File: src/rtl/blr_pkg.sv
package blr_pkg;

	// Coordinate width of every endpoint and pixel coordinate field.
	localparam int COORD_BITS = 12;
	localparam int COLOR_BITS = 32;

	// Command codes.
	localparam logic CMD_START = 1'b0;
	localparam logic CMD_STEP  = 1'b1;

	typedef logic signed [COORD_BITS-1:0] coord_t;
	typedef logic [COLOR_BITS-1:0] color_t;

	typedef struct packed {
		logic   command;
		coord_t x_start;
		coord_t y_start;
		coord_t x_end;
		coord_t y_end;
		color_t line_color;
	} cmd_beat_t;

	typedef struct packed {
		coord_t pixel_x;
		coord_t pixel_y;
		color_t pixel_color;
		logic   last_pixel;
	} pix_beat_t;

endpackage

File: src/rtl/blr_engine.sv
module blr_engine import blr_pkg::*; (
	input  logic      clk,
	input  logic      arst_n,
	input  logic      cmd_valid_s1,
	input  cmd_beat_t cmd_s1,
	output logic      push,
	output pix_beat_t push_beat
);

	localparam int DW = COORD_BITS + 1;
	localparam int EW = COORD_BITS + 3;

	logic                 busy_q;
	logic                 steep_q;
	coord_t               cursor_x_q;
	coord_t               cursor_y_q;
	coord_t               major_stop_q;
	logic                 minor_down_q;
	logic [DW-1:0]        major_delta_q;
	logic [DW-1:0]        minor_delta_q;
	logic signed [EW-1:0] error_q;
	color_t               color_q;

	logic signed [DW-1:0] diff_x, diff_y;
	logic [DW-1:0]        adx, ady;
	logic                 steep_new, swap;
	coord_t               p0_x, p0_y, p1_x, p1_y;
	logic [DW-1:0]        maj_new;

	logic                 is_start, is_step, last;
	logic signed [EW-1:0] err_add, err_sub;
	logic                 minor_move;
	coord_t               minor_inc;

	// Start: absolute deltas, major axis choice and endpoint ordering.
	always_comb begin
		diff_x = {cmd_s1.x_end[COORD_BITS-1], cmd_s1.x_end}
			- {cmd_s1.x_start[COORD_BITS-1], cmd_s1.x_start};
		diff_y = {cmd_s1.y_end[COORD_BITS-1], cmd_s1.y_end}
			- {cmd_s1.y_start[COORD_BITS-1], cmd_s1.y_start};
		adx = diff_x[DW-1] ? DW'(-diff_x) : DW'(diff_x);
		ady = diff_y[DW-1] ? DW'(-diff_y) : DW'(diff_y);
		steep_new = adx < ady;
		swap = steep_new ? (cmd_s1.y_start > cmd_s1.y_end) : (cmd_s1.x_start > cmd_s1.x_end);
		p0_x = swap ? cmd_s1.x_end : cmd_s1.x_start;
		p0_y = swap ? cmd_s1.y_end : cmd_s1.y_start;
		p1_x = swap ? cmd_s1.x_start : cmd_s1.x_end;
		p1_y = swap ? cmd_s1.y_start : cmd_s1.y_end;
		maj_new = steep_new ? ady : adx;
	end

	// Step: emit the cursor, then advance along the major axis.
	always_comb begin
		is_start = cmd_valid_s1 && (cmd_s1.command == CMD_START);
		is_step  = cmd_valid_s1 && (cmd_s1.command == CMD_STEP) && busy_q;
		last = (steep_q ? cursor_y_q : cursor_x_q) == major_stop_q;
		err_add = error_q + $signed({1'b0, minor_delta_q, 1'b0});
		err_sub = err_add - $signed({1'b0, major_delta_q, 1'b0});
		minor_move = err_add > 0;
		minor_inc = minor_down_q ? coord_t'(-1) : coord_t'(1);

		push = is_step;
		push_beat.pixel_x     = cursor_x_q;
		push_beat.pixel_y     = cursor_y_q;
		push_beat.pixel_color = color_q;
		push_beat.last_pixel  = last;
	end

	always_ff @(posedge clk or negedge arst_n) begin
		if (!arst_n) begin
			busy_q        <= 1'b0;
			steep_q       <= 1'b0;
			cursor_x_q    <= '0;
			cursor_y_q    <= '0;
			major_stop_q  <= '0;
			minor_down_q  <= 1'b0;
			major_delta_q <= '0;
			minor_delta_q <= '0;
			error_q       <= '0;
			color_q       <= '0;
		end else if (is_start) begin
			busy_q        <= 1'b1;
			steep_q       <= steep_new;
			cursor_x_q    <= p0_x;
			cursor_y_q    <= p0_y;
			major_stop_q  <= steep_new ? p1_y : p1_x;
			minor_down_q  <= steep_new ? (p1_x < p0_x) : (p1_y < p0_y);
			major_delta_q <= maj_new;
			minor_delta_q <= steep_new ? adx : ady;
			error_q       <= -$signed({2'b00, maj_new});
			color_q       <= cmd_s1.line_color;
		end else if (is_step) begin
			if (last) begin
				busy_q <= 1'b0;
			end else begin
				error_q <= minor_move ? err_sub : err_add;
				if (steep_q) begin
					cursor_y_q <= cursor_y_q + coord_t'(1);
					if (minor_move) begin
						cursor_x_q <= cursor_x_q + minor_inc;
					end
				end else begin
					cursor_x_q <= cursor_x_q + coord_t'(1);
					if (minor_move) begin
						cursor_y_q <= cursor_y_q + minor_inc;
					end
				end
			end
		end
	end

	// The final pixel of a line ends it.
	a_last_ends_line: assert property (@(posedge clk) disable iff (!arst_n)
		(is_step && last) |=> !busy_q)
		else $error("line still active after its last pixel");

	// The error term stays at or below zero between steps.
	a_error_bound: assert property (@(posedge clk) disable iff (!arst_n)
		busy_q |-> (error_q <= 0))
		else $error("error term positive while a line is active");

	// A start always yields an active line and no pixel.
	a_start_loads: assert property (@(posedge clk) disable iff (!arst_n)
		is_start |=> (busy_q && !$past(push)))
		else $error("start did not load a line");

endmodule

File: src/rtl/blr_out_fifo.sv
module blr_out_fifo import blr_pkg::*; (
	input  logic      clk,
	input  logic      arst_n,
	input  logic      push,
	input  pix_beat_t push_beat,
	output logic [1:0] level,
	output logic      pix_valid,
	input  logic      pix_ready,
	output pix_beat_t pix
);

	localparam int DEPTH = 3;

	pix_beat_t  mem [DEPTH];
	logic [1:0] wr_ptr_q, rd_ptr_q, level_q;
	logic       pop;

	assign pop       = pix_valid && pix_ready;
	assign pix_valid = level_q != 2'd0;
	assign pix       = mem[rd_ptr_q];
	assign level     = level_q;

	always_ff @(posedge clk) begin
		if (push) begin
			mem[wr_ptr_q] <= push_beat;
		end
	end

	always_ff @(posedge clk or negedge arst_n) begin
		if (!arst_n) begin
			wr_ptr_q <= '0;
			rd_ptr_q <= '0;
			level_q  <= '0;
		end else begin
			if (push) begin
				wr_ptr_q <= (wr_ptr_q == 2'(DEPTH - 1)) ? 2'd0 : wr_ptr_q + 2'd1;
			end
			if (pop) begin
				rd_ptr_q <= (rd_ptr_q == 2'(DEPTH - 1)) ? 2'd0 : rd_ptr_q + 2'd1;
			end
			if (push && !pop) begin
				level_q <= level_q + 2'd1;
			end else if (pop && !push) begin
				level_q <= level_q - 2'd1;
			end
		end
	end

	a_no_overflow: assert property (@(posedge clk) disable iff (!arst_n)
		!(push && !pop && (level_q == 2'(DEPTH))))
		else $error("pixel queue overflow");

	a_level_range: assert property (@(posedge clk) disable iff (!arst_n)
		level_q <= 2'(DEPTH))
		else $error("pixel queue level out of range");

	a_level_tracks: assert property (@(posedge clk) disable iff (!arst_n)
		(push && !pop) |=> (level_q == $past(level_q) + 2'd1))
		else $error("pixel queue level did not advance on push");

endmodule

File: src/rtl/bresenham_line_rasterizer.sv
// Bresenham line rasterizer, all eight octants.
//
// The cmd channel takes one beat per command. A start beat loads two
// endpoints and a color and produces no pixel. A step beat produces one
// pixel of the active line on the pix channel; the final endpoint pixel
// carries last_pixel, after which the line is closed. A step beat with no
// active line is consumed and produces nothing. A start beat while a line
// is active drops that line.
//
// An accepted step beat is first registered in the command register;
// the Bresenham update then writes its pixel into a three-entry output
// queue, which drives pix. Throughput is one command per cycle while
// cmd_ready is high; a step adds, compares and subtracts the error term.
//
// When the receiver stalls, the queue absorbs the pixels still in flight
// and cmd_ready drops only once the queue plus the command register hold
// three beats, so no pixel is lost. Reset clears the queue and the
// command register and leaves no line active.
module bresenham_line_rasterizer import blr_pkg::*; (
	input  logic      clk,
	input  logic      arst_n,
	input  logic      cmd_valid,
	output logic      cmd_ready,
	input  cmd_beat_t cmd,
	output logic      pix_valid,
	input  logic      pix_ready,
	output pix_beat_t pix
);

	localparam int QUEUE_DEPTH = 3;

	logic      cmd_valid_s1;
	cmd_beat_t cmd_s1;
	logic      push;
	pix_beat_t push_beat;
	logic [1:0] level;
	logic [2:0] credit_used;

	// Every beat in the command register may still need a queue slot, so
	// count it against the queue before taking another command.
	assign credit_used = {1'b0, level} + {2'b00, cmd_valid_s1};
	assign cmd_ready   = credit_used < 3'(QUEUE_DEPTH);

	always_ff @(posedge clk or negedge arst_n) begin
		if (!arst_n) begin
			cmd_valid_s1 <= 1'b0;
		end else begin
			cmd_valid_s1 <= cmd_valid && cmd_ready;
		end
	end

	always_ff @(posedge clk) begin
		if (cmd_valid && cmd_ready) begin
			cmd_s1 <= cmd;
		end
	end

	blr_engine u_engine (
		.clk          (clk),
		.arst_n       (arst_n),
		.cmd_valid_s1 (cmd_valid_s1),
		.cmd_s1       (cmd_s1),
		.push         (push),
		.push_beat    (push_beat)
	);

	blr_out_fifo u_out_fifo (
		.clk       (clk),
		.arst_n    (arst_n),
		.push      (push),
		.push_beat (push_beat),
		.level     (level),
		.pix_valid (pix_valid),
		.pix_ready (pix_ready),
		.pix       (pix)
	);

	// A pixel is only produced by a beat that sat in the command register.
	a_push_from_cmd: assert property (@(posedge clk) disable iff (!arst_n)
		push |-> cmd_valid_s1)
		else $error("pixel produced without a command");

	// The credit count never promises more slots than the queue has.
	a_credit_bound: assert property (@(posedge clk) disable iff (!arst_n)
		credit_used <= 3'(QUEUE_DEPTH))
		else $error("command credit exceeds queue depth");

	// A full queue with a stalled receiver blocks new commands.
	a_stall_blocks: assert property (@(posedge clk) disable iff (!arst_n)
		(level == 2'(QUEUE_DEPTH)) |-> !cmd_ready)
		else $error("command accepted with a full pixel queue");

endmodule

File: config.mk
export PLATFORM = sky130hd
export DESIGN_NAME = bresenham_line_rasterizer
export DESIGN_NICKNAME = d
export VERILOG_FILES = /design/src/rtl/blr_pkg.sv /design/src/rtl/blr_engine.sv /design/src/rtl/blr_out_fifo.sv /design/src/rtl/bresenham_line_rasterizer.sv
export SDC_FILE = /design/constraint.sdc
export NUM_CORES = 1
export LEC_CHECK = 0
export ABC_AREA = 0
export BUFFER_PORTS_ARGS = -buffer_cell sky130_fd_sc_hd__buf_2
export CORE_MARGIN = 1
export CORE_UTILIZATION = 57
export CTS_BUF_LIST = sky130_fd_sc_hd__clkbuf_8
export DETAILED_ROUTE_END_ITERATION = 10
export PLACE_DENSITY = 0.79
export SYNTH_ARGS = -nofsm -noshare
export SYNTH_HDL_FRONTEND = slang
export SYNTH_SLANG_ARGS = --single-unit
File: constraint.sdc
create_clock -name clk -period 5.67 [get_ports clk]
set_clock_uncertainty 0.15 [all_clocks]
set_input_delay 1.134 -clock clk [delete_from_list [all_inputs] [get_ports clk]]
set_output_delay 1.134 -clock clk [all_outputs]
set_load 0.005 [all_outputs]
# Word level (Yosys, flattened, before mapping)
# Memory sizes are Yosys's and may differ from the RTL's.
# Cells that the tools add are included.
# totals
ff_bits	200
latchBits	0
ram_bits	171
romBits	0
input_bits	85
out_inout_bits	59
word_cells	104
mem_count	1
# memory_table
memory	depth	word_bits	rd	rd_clocked_by_memory_dff	wr	line	rtl
u_out_fifo.mem	3	57	1	0	1	blr_out_fifo.sv:14	pix_beat_t mem [DEPTH];
# classes
addsub	16
multipliers	0
div_mod_pow	0
magnitude_cmp	7
n_eq_ne	5
n_shift	0
n_mux	36
bitwise_logic	1
reduce_logical	18
# ops
op	n
$mux W12	17
$mux W15	4
$mux W13	4
$neg A13 Y13	2
$sub A12 B12 Y13	2
$add A12 B12 Y12	2
$add A12 B2 Y12 const B	2
$gt A12 B12 Y1	2
$lt A12 B12 Y1	2
$add A15 B15 Y15	1
$gt A15 B1 Y1 const B	1
$neg A13 Y15	1
$sub A15 B15 Y15	1
$lt A13 B13 Y1	1
$eq A12 B12 Y1	1
$mux W2	4
$reduce_bool A2 Y1	4
$logic_and A1 B1 Y1	7
$mux W1	7
$add A2 B1 Y2 const B	3
$reduce_and A3 Y1	2
$eq A2 B2 Y1 const B	2
$reduce_and A2 Y1	2
$add A2 B1 Y3	1
other kinds (7)	8

# Depth between registers and ports, before layout
# Gate-level depths: netlist (run 1).
# logic_depth
ltp_word	8
depth_mapped	30
depth_no_buf	27

# By module
# From an unflattened synthesis (run 1), not the netlist that was laid out.
# unflattened
cells_unflattened	1830
area_unflattened_um2	19726.4
# modules_own_cells
mod	n_inst	cells_each	area_per_inst_um2	seq_area_each_um2
blr_engine	1	1357	10562.6	2802.7
blr_out_fifo	1	387	6666.4	5285.1
bresenham_line_rasterizer	1	86	2497.4	2457.4

# Worst setup path before layout (run 1)
# OpenSTA, ideal clock, no wires.
# synth_timing
path_kind	register to register
start	reg cmd_s1[56] (netlist name)
end	reg u_engine.error_q[12]
setup_ns	0.129
t_arrival_ns	5.727
t_required_ns	5.391
slack_ns	-0.337
stages_incl_launch_ff	29
path_buffers	3
synth_period_minus_slack_ns	6.007
path_cell_list	edfxtp_1 > ha_1 > fa_1 > nand2b_1 > a21oi_2 > a311oi_2 > o21ai_0 > a21boi_1 > clkbuf_1 > mux2i_1 > ha_1 > a21oi_1 > nor2b_1 > o21ai_0 > a21oi_1 > o21ai_0 > a21o_1 > maj3_2 > a22oi_1 > clkbuf_1 > clkbuf_1 > nor2_1 > a21oi_1 > ha_1 > nand4b_1 > nand3b_1 > nor2_1 > xnor2_1 > o21ai_1
# synth_between
elab_chain_len	7
# synth_lines
item	line	rtl
$sub A12 B12 Y13 (*)	blr_engine.sv:40	- {cmd_s1.y_start[COORD_BITS-1], cmd_s1.y_start};
$neg A13 Y13	blr_engine.sv:42	ady = diff_y[DW-1] ? DW'(-diff_y) : DW'(diff_y);
$mux W13 (*)	blr_engine.sv:42	
$lt A13 B13 Y1	blr_engine.sv:43	steep_new = adx < ady;
$mux W13 (*)	blr_engine.sv:49	maj_new = steep_new ? ady : adx;
$neg A13 Y15 (*)	blr_engine.sv:90	error_q <= -$signed({2'b00, maj_new});
$mux W15 (*)	blr_engine.sv:81	end else if (is_start) begin
to (signal assigned)	blr_engine.sv:90	
to (signal assigned)	blr_engine.sv:96	error_q <= minor_move ? err_sub : err_add;
to (decl)	blr_engine.sv:21	logic signed [EW-1:0] error_q;
# Mark *: on every way between the ends. The rest lies on a longest branch, timed or not.
# A chain may end at the register's enable or synchronous reset.

# Worst setup path in the final report (run 1)
# layout_timing
start	reg cmd_s1[44] (netlist name)
end	reg u_engine.minor_down_q
# layout_between
elab_chain_len	8
word_cells_on_any_way	13
cone_classes	add/sub: 2; order compare: 4; mux: 7
# layout_lines
item	line	rtl
$sub A12 B12 Y13	blr_engine.sv:38	- {cmd_s1.x_start[COORD_BITS-1], cmd_s1.x_start};
$neg A13 Y13	blr_engine.sv:41	adx = diff_x[DW-1] ? DW'(-diff_x) : DW'(diff_x);
$mux W13	blr_engine.sv:41	
$lt A13 B13 Y1	blr_engine.sv:43	
$mux W1	blr_engine.sv:44	swap = steep_new ? (cmd_s1.y_start > cmd_s1.y_end) : (cmd_s1.x_start > cmd_s1.x_end);
$mux W12 (on tied branches)	n/a	
$lt A12 B12 Y1	blr_engine.sv:87	minor_down_q <= steep_new ? (p1_x < p0_x) : (p1_y < p0_y);
$mux W1 (*)	blr_engine.sv:87	
to (signal assigned)	blr_engine.sv:87	
to (decl)	blr_engine.sv:18	logic minor_down_q;
# Marked as above.

==> impl_metrics.ini, run 1 <==
[floorplanning]
die_w_um = 187
start_util_pct = 58.1
pin_count = 144
num_rows = 67
dieHeight_um = 187
dieArea_um2 = 35000
core-area_um2 = 33600

[critical_path]
start_kind = register
critPathLaunch = cmd_s1[44]$_DFFE_PP_
reg2reg_setup_slack_ps = 80
crit_type = reg -> reg
cp-endpoint = u_engine.minor_down_q$_DFFE_PN0P_
cp-end-kind = register
critPathMaxFanout = 17
cp.arrival_ps = 5990
reg2reg_depth = 27
worstPathRequired_ps = 6070
worstReg2RegEnd = u_engine.minor_down_q$_DFFE_PN0P_
worstReg2RegStart = cmd_s1[44]$_DFFE_PP_

[global_routing]
grt.total_usage_pct = 27.1
antenna_found_initial = 1
grt_first_pass_wirelength_mm = 74.9
overflow = 0
grt_pass1_vias = 14362
grt_max_degree = 84

[finish]
num-fill-cells = 2537
drive_gt1_share_pct = 20.3
multi_input_area_um2 = 8570
area_growth_pct = 16.8
nNetsFinal = 2252
area.sequential_um2 = 10600

[timing]
timing.setup.tns_ps = 0
relSlewSlack_pct = 28.9
setup_viol = 0
worstMarginPinSlew_ps = 1070
timing.hold.ws_ps = 288
period_share_pct = 98.6
drv_slew = 0
min_period_ps = 5590
hold_violations = 0
max_freq_ghz = 0.179

[synthesis]
synth-simple-area-share_pct = 12.1
yosysSeqAreaShare_pct = 53.9
syn-num-nets = 2007
yosysWarnings = 0
synthAdderAreaFrac_pct = 6.30
async_flop_share_pct = 32.1
synth_area_leaders = edfxtp_1, dfrtp_1, nand2_1
synth_ff_type = edfxtp_1
yosys.area.top_type = edfxtp_1
synth_top_family_by_area = compound AO/OA/AOI/OAI gates
synth_xor_area_share_pct = 4.34
yosys_register_bits = 371
netlist.area_leader.share_pct = 38.7
synth_mux_area_share_pct = 5.33
syn_area_um2 = 19500
yosys.cell_types.count = 85
synth_edf_count = 252
syn_inst = 1828
synth_compound_area_share_pct = 14.3
avgSynthCellArea_um2 = 10.7

[placed_design]
port-buffer-count = 143
dp_hpwl_mm = 33.2
routabilityCongestion = 0.988

[route]
drt-initial-drc-count = 1126
routedWlPerCell_um = 18.6
drt_pass1_iterations = 5
routed_wl_mm = 47.9
vias_per_cell = 5.73
ant_nets = 0
vias = 14750
drc = 0

[cts]
cts_max_level = 2
clock_path_buffers = 3
path_clk_slew_ps = 70
cts.sinks = 371
clock_latency_ps = 660
hold_buffers = 0
clockRootBuffer = clkbuf_8
cts_made_buffers = 58
cts_tree = done

[worst_hold_path]
hp-class = reg -> reg

[status]
status = finished, final reports clean

[run]
maxCapViolations = 0
==> state kept, by name, summed over array words and instances (netlist names) <==
name / flops
cmd_valid_s1: 1
u_engine.color_q: 32
u_engine.busy_q: 1
u_out_fifo.level: 2
u_out_fifo.wr_ptr_q: 2
u_engine.steep_q: 1
u_engine.cursor_x_q: 12
u_out_fifo.rd_ptr_q: 2
u_out_fifo.mem: 171
u_engine.error_q: 15
u_engine.cursor_y_q: 12
u_engine.major_stop_q: 12
u_engine.minor_delta_q: 13
u_engine.major_delta_q: 13
cmd_s1: 81
u_engine.minor_down_q: 1
==> critical path: stages (launching register included) <==
cell and delay, ps:
edfxtp_1 410, inv_2 70, ha_4 170, fa_2 410, nor2b_4 140, o31a_1 230
o22a_2 200, a21oi_2 70, a21oi_2 130, buf_6 160, buf_6 150, a21oi_1 60
xnor2_1 310, ha_2 260, o21ai_1 60, nand2b_1 70, a21oi_1 60, a21o_1 150
maj3_2 370, a22o_4 290, a21oi_2 180, buf_4 190, buf_4 220, nand2_1 130
o2111ai_1 240, and3_1 220, nand4b_1 130, a211oi_2 230
==> how the worst min path moves through the flow <==
stage	startpoint	to	cells past startpoint
after detailed placement	cmd_s1[9]$_DFFE_PP_	u_engine.color_q[9]$_DFFE_PN0P_	2
after global routing	cmd_s1[7]$_DFFE_PP_	u_engine.color_q[7]$_DFFE_PN0P_	2
after floorplan	cmd_s1[0]$_DFFE_PP_	u_engine.color_q[0]$_DFFE_PN0P_	2
after CTS	cmd_s1[20]$_DFFE_PP_	u_engine.color_q[20]$_DFFE_PN0P_	2
after global placement	cmd_s1[20]$_DFFE_PP_	u_engine.color_q[20]$_DFFE_PN0P_	2
final	cmd_s1[20]$_DFFE_PP_	u_engine.color_q[20]$_DFFE_PN0P_	2
==> cells in the mapped netlist, types with 37 or more instances <==
cell type / number
edfxtp_1: 252
clkbuf_1: 63
dfrtp_1: 119
mux2i_1: 98
inv_1: 101
nor2_1: 106
o21ai_0: 156
xnor2_1: 58
a21oi_1: 89
ha_1: 88
xor2_1: 37
nand2_1: 302
==> layout by cell type, fill, tap and decap left out, types with 7 or more instances in the layout <==
cell type / instances
a21o_1: 14
xnor2_2: 7
clkinv_2: 12
and3_1: 19
mux2i_1: 97
o21bai_1: 23
nand2_1: 302
nand3_1: 20
edfxtp_1: 252
xor2_1: 34
clkbuf_8: 59
or3_1: 8
o21ai_0: 151
a211oi_1: 23
buf_4: 121
nand2b_1: 7
nor2b_1: 9
a21oi_1: 81
a21oi_2: 10
xnor2_1: 52
nand4_1: 8
nor3_1: 19
dfrtp_1: 117
o21a_1: 7
inv_1: 115
o211ai_1: 26
buf_2: 143
clkinv_1: 19
ha_1: 83
a31oi_1: 19
nor2_1: 103
==> metal layers <==
metal	GRT usage (%)	vias up	share of wire, %
li1	-	7078	-
met4	11.4	0	3.4
met2	43.3	491	47
met3	4.43	101	6.8
met1	36.9	7080	43
met5	0	-	0
==> final cells by class <==
cell class | instances | share of cell area [%]
antenna | 1 | 0.0110
clock inverter | 51 | 1.25
tap | 448 | 2.46
sequential | 371 | 46.2
multi-input combinational | 1272 | 37.5
inverter | 102 | 1.68
timing repair buffer | 268 | 7.31
clock buffer | 59 | 3.56
==> kinds of logic after synthesis <==
family	Yosys count
flip-flops	371
buffers and inverters	185
AND/OR/NAND/NOR	539
multiplexers	103
XOR/XNOR	96
adder cells (fa/ha/maj)	95
AO/OA/AOI/OAI	439
==> metrics by stage <==
step                      instances  util (%)  instance area, µm²  setup slack, ps
after detailed placement       2434      63.3               21300            -33.7
after global placement         2434      63.3               21300             36.5
after CTS                      2546      66.6               22400             24.3
final                          2572      67.9               22800             79.5
after floorplan                1828         -               19600             10.2
after global routing           2572      67.9               22800             -101
==> timing repair <==
action,CTS,global route
setup endpoints to repair,1,20
resized for setup,1,57
pin swaps,2,30
gates cloned,0,1
buffers inserted,2,24
Power of run 1 is left out: the tool's default activity adds up to more than one toggle a clock period on the data nets, which glitch-free logic cannot reach.
==> run 2: changes to the inputs <==
ABC_AREA = unset   (was 0)
REMOVE_ABC_BUFFERS = 1   (was unset)
==> impl_metrics.ini, run 2 (same netlist as run 1, synthesis figures left out) <==
[global_routing]
grt_max_degree = 96
grt_first_pass_wirelength_mm = 77.2
grt.total_usage_pct = 28.0
overflow = 0
antenna_found_initial = 1
grt_pass1_vias = 14744

[route]
drt-initial-drc-count = 1288
routed_wl_mm = 49.4
ant_nets = 0
drc = 0
drt_pass1_iterations = 8
routedWlPerCell_um = 19.1
vias = 15045
vias_per_cell = 5.82

[timing]
timing.setup.tns_ps = 0
relSlewSlack_pct = 25.2
max_freq_ghz = 0.182
drv_slew = 0
hold_violations = 0
setup_viol = 0
worstMarginPinSlew_ps = 1120
period_share_pct = 96.8
min_period_ps = 5490

[cts]
cts_max_level = 2
cts.sinks = 371
clock_path_buffers = 3
clockRootBuffer = clkbuf_8
clock_latency_ps = 670
path_clk_slew_ps = 60
cts_made_buffers = 58
cts_tree = done

[status]
status = finished, final reports clean

[critical_path]
critPathMaxFanout = 7
reg2reg_depth = 24
reg2reg_setup_slack_ps = 180
worstPathRequired_ps = 6060
worstReg2RegEnd = u_engine.minor_down_q$_DFFE_PN0P_
start_kind = register
cp-end-kind = register
worstReg2RegStart = cmd_s1[35]$_DFFE_PP_
crit_type = reg -> reg
cp.arrival_ps = 5880

[worst_hold_path]
hold_end = u_engine.color_q[23]$_DFFE_PN0P_
hold_depth = 2
hp-class = reg -> reg
worstHoldStart = cmd_s1[23]$_DFFE_PP_

[placed_design]
routabilityCongestion = 0.951
port-buffer-count = 143
dp_hpwl_mm = 34.1

[floorplanning]
die_w_um = 187
pin_count = 144
dieHeight_um = 187
num_rows = 67
start_util_pct = 58.1
dieArea_um2 = 35000
core-area_um2 = 33600

[finish]
nNetsFinal = 2267
area_growth_pct = 19.0
drive_gt1_share_pct = 21.6
final_common_cell = nand2_1
final_cell_mix = nand2_1, edfxtp_1, o21ai_0
reg_top3 = u_out_fifo.mem x171, cmd_s1 x81, u_engine.color_q x32
regMostFlops = u_out_fifo.mem
largest_register_ffs = 171

[run]
maxCapViolations = 0
run 2: changes by cell type in the layout (fill, tap and decap cells not counted), sizes merged:
cell	delta
buf	+14
bufinv	+5
clkbuf	+11
clkinv	-17
clkinvlp	+1
inv	+1
run 2: critical path, stage by stage, from the launching register on:
cell and delay, ps:
edfxtp_1 540, ha_4 320, buf_4 170, a21o_1 160, nand2_1 140, nand3b_1 150, xor2_2 200, buf_4 130
and3b_1 220, a21oi_1 180, xor2_1 220, ha_1 220, o21ai_0 80, nand2b_1 80, a21oi_1 60, a21o_1 170
maj3_2 370, a22o_4 280, buf_4 170, a21oi_4 220, a311oi_1 90, o311a_1 390, and4_1 220, a2111oi_4 350
a211oi_2 60
run 2: final cells by class:
| cell class | instances | area, µm² |
|---|---|---|
| Sequential cell | 371 | 10600 |
| Fill cell | 2437 | 10400 |
| Multi-Input combinational cell | 1272 | 8600 |
| Timing Repair Buffer | 283 | 1830 |
| Clock buffer | 69 | 950 |
| Tap cell | 448 | 561 |
| Inverter | 102 | 383 |
| Clock inverter | 41 | 377 |
| Antenna cell | 1 | 2.50 |
run 2: worst max-delay path by stage:
stage | start | end
4_1_cts | cmd_s1[68]$_DFFE_PP_ | u_engine.minor_down_q$_DFFE_PN0P_
3_3_place_gp | cmd_s1[50]$_DFFE_PP_ | u_engine.minor_down_q$_DFFE_PN0P_
2_1_floorplan | cmd_s1[56]$_DFFE_PP_ | u_engine.error_q[12]$_DFFE_PN0P_
6_report | cmd_s1[35]$_DFFE_PP_ | u_engine.minor_down_q$_DFFE_PN0P_
5_1_grt | cmd_s1[32]$_DFFE_PP_ | u_engine.error_q[7]$_DFFE_PN0P_
3_5_place_dp | cmd_s1[68]$_DFFE_PP_ | u_engine.minor_down_q$_DFFE_PN0P_
run 2: through the flow:
stage / hold slack (ps) / utilization [%] / area [µm²] / cells / setup WS [ps]
floorplan: 265 / - / 19200 / 1745 / -1470
global placement: 278 / 63.7 / 21400 / 2446 / -69.2
detailed placement: 284 / 63.7 / 21400 / 2446 / -115
CTS: 297 / 67.8 / 22800 / 2559 / 9.87
global route: 306 / 69.2 / 23300 / 2586 / -88.4
finish: 299 / 69.2 / 23300 / 2587 / 182
run 2: metal layers:
metal / global-route usage, % / wire, µm / vias to the layer above
met2: 46.9 / 24000 / 622
li1: - / - / 7112
met5: 0 / 0 / -
met1: 36.8 / 20400 / 7220
met3: 4.43 / 3400 / 91
met4: 10.7 / 1460 / 0
run 2: what timing repair did:
action / CTS / global route
endpoints found under the hold margin: 0 / 0
endpoints found under the setup margin: 1 / 21
gates cloned: 0 / 2
hold buffers: 0 / 0
gates resized for setup: 3 / 62
setup buffers: 3 / 25
pin swaps: 4 / 28
Power of run 2 is left out for the same reason.
==> run 3: changes to the inputs <==
SETUP_SLACK_MARGIN = 0.4   (was unset)
==> impl_metrics.ini, run 3 (same netlist as run 1, synthesis figures left out) <==
[cts]
clock_path_buffers = 3
cts_made_buffers = 58
clock_latency_ps = 670
clockRootBuffer = clkbuf_8
cts_max_level = 2
path_clk_slew_ps = 70
cts.sinks = 371
cts_tree = done

[floorplanning]
core-area_um2 = 33600
dieArea_um2 = 35000
start_util_pct = 58.1
num_rows = 67
die_w_um = 187
pin_count = 144
dieHeight_um = 187

[finish]
nNetsFinal = 2313
area_growth_pct = 22.5
regMostFlops = u_out_fifo.mem
final_cell_mix = nand2_1, edfxtp_1, buf_4
drive_gt1_share_pct = 25.1
largest_register_ffs = 171
reg_top3 = u_out_fifo.mem x171, cmd_s1 x81, u_engine.color_q x32
final_common_cell = nand2_1

[timing]
worstMarginPinSlew_ps = 1110
max_freq_ghz = 0.180
relSlewSlack_pct = 26.1
setup_slack_ps = 100
period_share_pct = 98.2
setup_viol = 0
min_period_ps = 5570
hold_violations = 0
rsz0062_at_grt = yes
drv_slew = 0

[placed_design]
port-buffer-count = 143
dp_hpwl_mm = 34.1
routabilityCongestion = 0.951
dp_slack_ps = -115

[critical_path]
critPathMaxFanout = 7
cp.arrival_ps = 5940
start_kind = register
cp-end-kind = register
crit_type = reg -> reg
path_common_cell = buf_4
worstPathRequired_ps = 6040
max_stage_delay_ps = 460
crit_slowest_cell = edfxtp_1

[route]
drc = 0
ant_nets = 0
routed_wl_mm = 51.1
drt-initial-drc-count = 1316
routedWlPerCell_um = 19.4
vias_per_cell = 5.81
vias = 15291
drt_pass1_iterations = 5

[status]
status = finished, final reports clean

[global_routing]
grt_max_degree = 96
grt_first_pass_wirelength_mm = 79.6
grt_pass1_vias = 15124
grt.total_usage_pct = 28.8
antenna_found_initial = 1
overflow = 0

[worst_hold_path]
hp-class = reg -> reg

[run]
maxCapViolations = 0
run 3: cell count changes in the layout (fill, tap and decap cells not counted), moves of 4 or more:
cell      change
buf_6         +6
a21oi_2       +5
nand2_1       -4
a211oi_1      -4
ha_1          -4
buf_12        +4
a211oi_2      +4
a21oi_1       -6
buf_4        +37
run 3: critical path: cells and delay by family (launching register included):
kind,cells,cell delay (ps)
AOI/OAI and AO/OA,5,1050
xor gates and xnor gates,1,110
adders and majority gates,1,270
buffers and inverters,21,2610
DFF,1,460
and+or+nand+nor,4,770
run 3: area by class of cell:
| type | instances | area, µm² |
|---|---|---|
| flip-flops and latches | 371 | 10600 |
| multi-input cells | 1272 | 8880 |
| fillers | 2337 | 9660 |
| clock buffers | 69 | 950 |
| diodes | 1 | 2.50 |
| clock inverters | 41 | 377 |
| repair buffers | 329 | 2250 |
| inverters | 102 | 383 |
| well taps | 448 | 561 |
run 3: metal layers:
| metal | up-vias | wire length [µm] | global-route usage [%] |
|---|---|---|---|
| met4 | 0 | 1750 | 11.9 |
| met2 | 588 | 24900 | 48.1 |
| met1 | 7390 | 21000 | 37.8 |
| met3 | 105 | 3420 | 4.47 |
| li1 | 7208 | - | - |
| met5 | - | 0 | 0 |
run 3: repair_timing:
item,4_1_cts,5_1_grt
pin swaps,25,39
hold buffers,0,0
setup buffers,54,20
gates resized for setup,59,69
setup endpoints to repair,21,36
gates cloned,2,0
run 3: path summary, 6_finish.rpt:
| kind | from | slack (ps) | end | depth (start not counted) |
|---|---|---|---|---|
| max in group asynchronous | arst_n | 3870 | u_engine.major_stop_q[5]$_DFFE_PN0P_ | 2 |
| hold reg to reg | cmd_s1[15]$_DFFE_PP_ | 300 | u_engine.color_q[15]$_DFFE_PN0P_ | 2 |
| hold / removal | cmd_s1[15]$_DFFE_PP_ | 300 | u_engine.color_q[15]$_DFFE_PN0P_ | 2 |
| setup reg to reg | cmd_s1[63]$_DFFE_PP_ | 100 | u_engine.error_q[14]$_DFFE_PN0P_ | 32 |
| min in group asynchronous | arst_n | 450 | u_engine.major_delta_q[0]$_DFFE_PN0P_ | 1 |
| setup / recovery | cmd_s1[63]$_DFFE_PP_ | 100 | u_engine.error_q[14]$_DFFE_PN0P_ | 32 |
run 3: through the flow:
stage	instances	area [µm²]	util [%]	hold WS (ps)	setup TNS (ps)
finish	2633	24000	71.3	298	0
global route	2632	24000	71.3	306	-139
CTS	2612	23400	69.8	297	0
detailed placement	2446	21400	63.7	284	-115
global placement	2446	21400	63.7	278	-69.2
floorplan	1745	19200	-	265	-37530
Power of run 3 is left out for the same reason.
